`config.mk`:
```
export PLATFORM = sky130hd
export DESIGN_NAME = mme_ring
export DESIGN_NICKNAME = d
export VERILOG_FILES = /design/src/mme_pkg.sv /design/src/mme_cell.sv /design/src/mme_ring.sv
export SDC_FILE = /design/constraint.sdc
export NUM_CORES = 2
export LEC_CHECK = 0
export BUFFER_PORTS_ARGS = -buffer_cell sky130_fd_sc_hd__buf_2
export CAP_MARGIN = 15
export CORE_UTILIZATION = 41
export DETAILED_ROUTE_END_ITERATION = 10
export SYNTH_ARGS = -nofsm -noshare
export SYNTH_HDL_FRONTEND = slang
export SYNTH_SLANG_ARGS = --single-unit
export TNS_END_PERCENT = 5
```
`constraint.sdc`:
```
create_clock -name clock -period 15.5 [get_ports clock]
set_input_delay 0 -clock clock [delete_from_list [all_inputs] [get_ports clock]]
set_output_delay 0 -clock clock [all_outputs]
set_load 0.005 [all_outputs]
```
`src/mme_pkg.sv`:
```
// ----------------------------------------------------------------------------
// mme_pkg
// Shared widths, codes and types of the matrix multiply engine.
// ----------------------------------------------------------------------------
package mme_pkg;

   // Field widths of the request and response words
   localparam int ACT_W     = 2;
   localparam int IDX_W     = 6;
   localparam int VAL_W     = 16;
   localparam int SUM_W     = 40;
   localparam int DIM_W     = 7;
   localparam int CSR_IDX_W = 2;

   // Request actions
   localparam logic [ACT_W-1:0] ACT_WRITE_A = 2'd0;
   localparam logic [ACT_W-1:0] ACT_WRITE_B = 2'd1;
   localparam logic [ACT_W-1:0] ACT_COMPUTE = 2'd2;

   // Register indexes
   localparam logic [CSR_IDX_W-1:0] REG_A_ROWS    = 2'd0;
   localparam logic [CSR_IDX_W-1:0] REG_INNER_LEN = 2'd1;
   localparam logic [CSR_IDX_W-1:0] REG_B_COLS    = 2'd2;

   localparam logic [DIM_W-1:0] DIM_RESET = 7'd64;

   // Control of the accumulator ring for one product
   typedef struct packed {
      logic shift_en;   // a product enters the head cell
      logic clear;      // first pass over the inner dimension: start from zero
   } ring_ctl_type;

   // Tag carried alongside each product through the datapath
   typedef struct packed {
      logic [IDX_W-1:0] row;
      logic [IDX_W-1:0] col;
      logic             first_pass;
      logic             last_pass;
      logic             last_col;
      logic             zero_term;
   } tag_type;

endpackage

```
`src/mme_cell.sv`:
```
// ----------------------------------------------------------------------------
// mme_cell
// One accumulator cell of the ring: optionally adds a product to the value
// handed in by its neighbour, and holds the result for the next cell.
// ----------------------------------------------------------------------------
module mme_cell (
   input  logic                              clock,
   input  logic                              enable,
   input  logic                              add_en,
   input  logic signed [mme_pkg::SUM_W-1:0]  shift_in,
   input  logic signed [mme_pkg::SUM_W-1:0]  addend,
   output logic signed [mme_pkg::SUM_W-1:0]  acc_out,
   output logic signed [mme_pkg::SUM_W-1:0]  sum_out
);

   logic signed [mme_pkg::SUM_W-1:0] acc_ff;
   logic signed [mme_pkg::SUM_W-1:0] acc_in;

   always_comb begin
      acc_in = add_en ? shift_in + addend : shift_in;
   end

   always_ff @(posedge clock) begin
      if (enable) begin
         acc_ff <= acc_in;
      end
   end

   assign acc_out = acc_ff;
   assign sum_out = acc_in;

endmodule

```
`src/mme_ring.sv`:
```
// ----------------------------------------------------------------------------
// mme_ring
// Chain of accumulator cells closed into a ring of selectable length, one
// partial sum per result column circulating past the head cell.
// ----------------------------------------------------------------------------
module mme_ring #(
   parameter int NUM_CELLS = 64,
   parameter int TAP_W     = 6
) (
   input  logic                              clock,
   input  mme_pkg::ring_ctl_type             ctl,
   input  logic signed [mme_pkg::SUM_W-1:0]  addend,
   input  logic        [TAP_W-1:0]           tap_sel,
   output logic signed [mme_pkg::SUM_W-1:0]  head_sum
);

   logic signed [mme_pkg::SUM_W-1:0] acc      [NUM_CELLS];
   logic signed [mme_pkg::SUM_W-1:0] chain_in [NUM_CELLS];
   logic signed [mme_pkg::SUM_W-1:0] cell_sum [NUM_CELLS];
   logic signed [mme_pkg::SUM_W-1:0] tap;

   // The cell at index ring length minus one feeds back into the head
   assign tap = acc[tap_sel];

   for (genvar c = 0; c < NUM_CELLS; c++) begin : g_cell
      if (c == 0) begin : g_head
         assign chain_in[c] = ctl.clear ? '0 : tap;
      end else begin : g_body
         assign chain_in[c] = acc[c-1];
      end

      mme_cell u_cell (
         .clock    (clock),
         .enable   (ctl.shift_en),
         .add_en   (1'(c == 0)),
         .shift_in (chain_in[c]),
         .addend   (addend),
         .acc_out  (acc[c]),
         .sum_out  (cell_sum[c])
      );
   end

   assign head_sum = cell_sum[0];

endmodule

```
==> impl_metrics.env <==
export IMPL_ys_async_sr_fraction_pct=0
export IMPL_grt_pass1_vias=44500
export IMPL_dp_hpwl_mm=99.1
export IMPL_setup_viol=0
export IMPL_ant_nets=0
export IMPL_grt_pass1_wl_mm=283
export IMPL_post_cts_buffers=0
export IMPL_layout_drive_gt1_share_pct=29.4
export IMPL_row_count=180
export IMPL_layout_setup_ws_ns=7.48
export IMPL_ys_ff_latch=2560
export IMPL_crit_family="buffers and inverters"
export IMPL_p_clk_share_pct=39.1
export IMPL_track_usage_pct=15.1
export IMPL_switching_share_pct=21.7
export IMPL_tightest_slew_ns=1.18
export IMPL_synth_edff_count=2560
export IMPL_cellPowerDensity_nw_per_um2=139
export IMPL_routed_wl_mm=182
export IMPL_cts_hold_buf=54
export IMPL_overflow=0
export IMPL_synth_area_leader_cell="edfxtp_1"
export IMPL_place_ws_ns=7.01
export IMPL_antenna_found_initial=16
export IMPL_ys_flop_type="edfxtp_1"
export IMPL_drcViolationCount=0
export IMPL_synth_nets=4072
export IMPL_route_vias_total=42400
export IMPL_syn_area_um2=99000
export IMPL_nFillCells=19400
export IMPL_drv_cap=0
export IMPL_syn2layout_area_growth_pct=12.9
export IMPL_initial_core_util_pct=41.2
export IMPL_cts_repair_resized=0
export IMPL_root_buffer="clkbuf_16"
export IMPL_hold_violations=0
export IMPL_internal_power_mw=12.1
export IMPL_avgSynthCellArea_um2=24.9
export IMPL_ios=89
export IMPL_globalplace_congestion=0.770
export IMPL_required_ns=15.50
export IMPL_dieHeight_um=493
export IMPL_yosys_warnings=0
export IMPL_rr_worst_depth=14
export IMPL_reg2reg_slack_ns=9.36
export IMPL_finalClockSkew_ns=0.0446
export IMPL_start_kind="input port"
export IMPL_path_buf_inv=5
export IMPL_ys_seq_area_share_pct=77.6
export IMPL_core_area_um2=240000
export IMPL_post_route_util_pct=46.5
export IMPL_crit_path_top_delay_cell="buf_4"
export IMPL_stdcell_area_um2=112000
export IMPL_reg2reg_from="g_cell[52].u_cell.acc_out[1]"
export IMPL_critPathKind="in2out"
export IMPL_dpl_cell_area_um2=103000
export IMPL_seqPwrFrac_pct=53.8
export IMPL_cts_tree="done"
export IMPL_slew_viol_final=0
export IMPL_hold_ws_ns=0.114
export IMPL_rsz0062_at_grt="false"
export IMPL_p_total_mw=15.5
export IMPL_drtPass1Iterations=5
export IMPL_worstReg2RegEnd="g_cell[0].u_cell.acc_out[33]"
export IMPL_hold_path_class="in2reg"
export IMPL_period_share_pct=51.7
export IMPL_largest_register_ffs=2560
export IMPL_fmax_mhz=125
export IMPL_min_from="addend[6]"
export IMPL_multiInputGateArea_um2=21200
export IMPL_syn_instance_count=3983
export IMPL_vias_per_cell=5.56
export IMPL_ys_top_cells_by_area="edfxtp_1, mux4_2, ha_1"
export IMPL_drt_iter0_drc=4321
export IMPL_h_tree_depth=5
export IMPL_dp_cells=7116
export IMPL_end_kind="primary output"
export IMPL_cts_buffer_depth=4
export IMPL_worstPathMaxFanout=63
export IMPL_peakVddDrop_uv=98.1
export IMPL_crit_chain="buf_8 -> buf_4 -> buf_4 -> buf_4 -> mux4_2 -> mux4_2 -> nor2b_1 -> a211oi_1 -> a211oi_1 -> ha_1 -> a21oi_1 -> o21ai_0 -> a211oi_1 -> nor3_1 -> o21ai_1 -> o31ai_1 -> o221ai_2 -> xnor2_1 -> buf_2"
export IMPL_p_leak_nw=36.4
export IMPL_relSlewSlack_pct=21.5
export IMPL_grt_max_degree=189
export IMPL_final_nets=4353
export IMPL_clk_latency_ns=0.91
export IMPL_clk_pin_slew_ns=0.06
export IMPL_finalNonFillerCells=7631
export IMPL_run_status="complete, no violations"
export IMPL_wl_per_cell_um=23.8
export IMPL_cp_data_arrival_time_ns=8.02
export IMPL_synthTopCellsByCount="edfxtp_1, mux4_2, clkbuf_1"
export IMPL_min_path_cells=4
export IMPL_numClockSinks=2560
export IMPL_synth_top_area_share_pct=77.6
export IMPL_seq_area_um2=76900
export IMPL_synthDistinctLibCells=50
export IMPL_cts_buffers=277
export IMPL_port_buffers=88
export IMPL_p_switching_mw=3.36
export IMPL_cp_slowest_stage_delay_ns=0.82
export IMPL_fp_dieW_um=493
export IMPL_hold_end="g_cell[0].u_cell.acc_out[7]"
export IMPL_yosysMostFrequentCell="edfxtp_1"
export IMPL_comb_power_share_pct=7.2
export IMPL_period_minus_slack_ns=8.02
export IMPL_die_area_um2=244000
export IMPL_fin_setup_tns_ns=0
metal layers:
| layer | vias to the layer above | part of all wire, % | routed length (um) | global-route usage (%) |
|---|---|---|---|---|
| met2 | 1103 | 47 | 85000 | 22.5 |
| met4 | 18 | 3.1 | 5680 | 5.30 |
| met3 | 334 | 5.9 | 10800 | 3.39 |
| met5 | - | 0.059 | 108 | 0 |
| li1 | 18000 | - | - | - |
| met1 | 23000 | 44 | 80300 | 21.9 |
final cells by class:
cell class	count	area share, %
multi-input combinational	1210	19.0
clock buffer	336	6.51
inverter	10	0.0336
timing repair buffer	205	1.43
antenna	7	0.0157
sequential	2560	68.8
tap	3185	3.57
clock inverter	118	0.694
kinds of logic (layout without fill, tap and decap cells):
group	after synthesis	after routing	share of synthesized area (%)
other cells	0	7	0
mux	842	842	18.8
simple gates	129	129	0.680
compound gates	165	165	1.11
flops	2560	2560	77.6
buf+inv	213	669	0.982
xor+xnor	34	34	0.301
fa+ha+maj	40	40	0.513
worst register-to-register path: cells and delay by family, from the launching register on:
kind            cells  cell delay (ns)
fa+ha+maj           1             0.39
simple gates        4             1.14
mux                 3             1.46
flops               1             0.40
buf+inv             1             0.55
compound gates      5             2.08
worst max path at each step:
stage / startpoint / end / slack, ns / cells past startpoint
after floorplan: tap_sel[0] / g_cell[0].u_cell.acc_out[34] / 10.43 / 16
after global placement: tap_sel[0] / g_cell[0].u_cell.acc_out[39] / 6.90 / 18
after global routing: tap_sel[0] / head_sum[39] / 6.78 / 19
after CTS: tap_sel[0] / head_sum[39] / 7.10 / 19
final: tap_sel[0] / head_sum[39] / 7.48 / 19
after detailed placement: tap_sel[0] / g_cell[0].u_cell.acc_out[39] / 7.01 / 18
layout by cell type (no fill, tap or decap), types with 12 or more instances in the layout:
cell type and instances:
buf_2 80, nor2b_1 44, a211oi_1 55, buf_4 59, ha_1 39, nand3_1 12, mux2i_1 26, mux4_2 814
xnor2_1 25, clkinv_2 33, clkbuf_1 53, dlygate4sd3_1 54, nor2_1 25, clkinv_1 68, clkbuf_16 283, nand2_1 21
a21oi_1 36, edfxtp_1 2560, o21ai_0 27
power by group through the flow:
stage	Combinational [mW]	Sequential, mW	Clock [mW]
2_1_floorplan	0.665	8.36	0
3_5_place_dp	1.10	8.46	0
6_report	1.11	8.33	6.05
3_3_place_gp	1.09	8.45	0
4_1_cts	1.13	8.33	6.22
5_1_grt	1.19	8.38	6.46
Note: power is estimated with default switching activity, not from simulation.
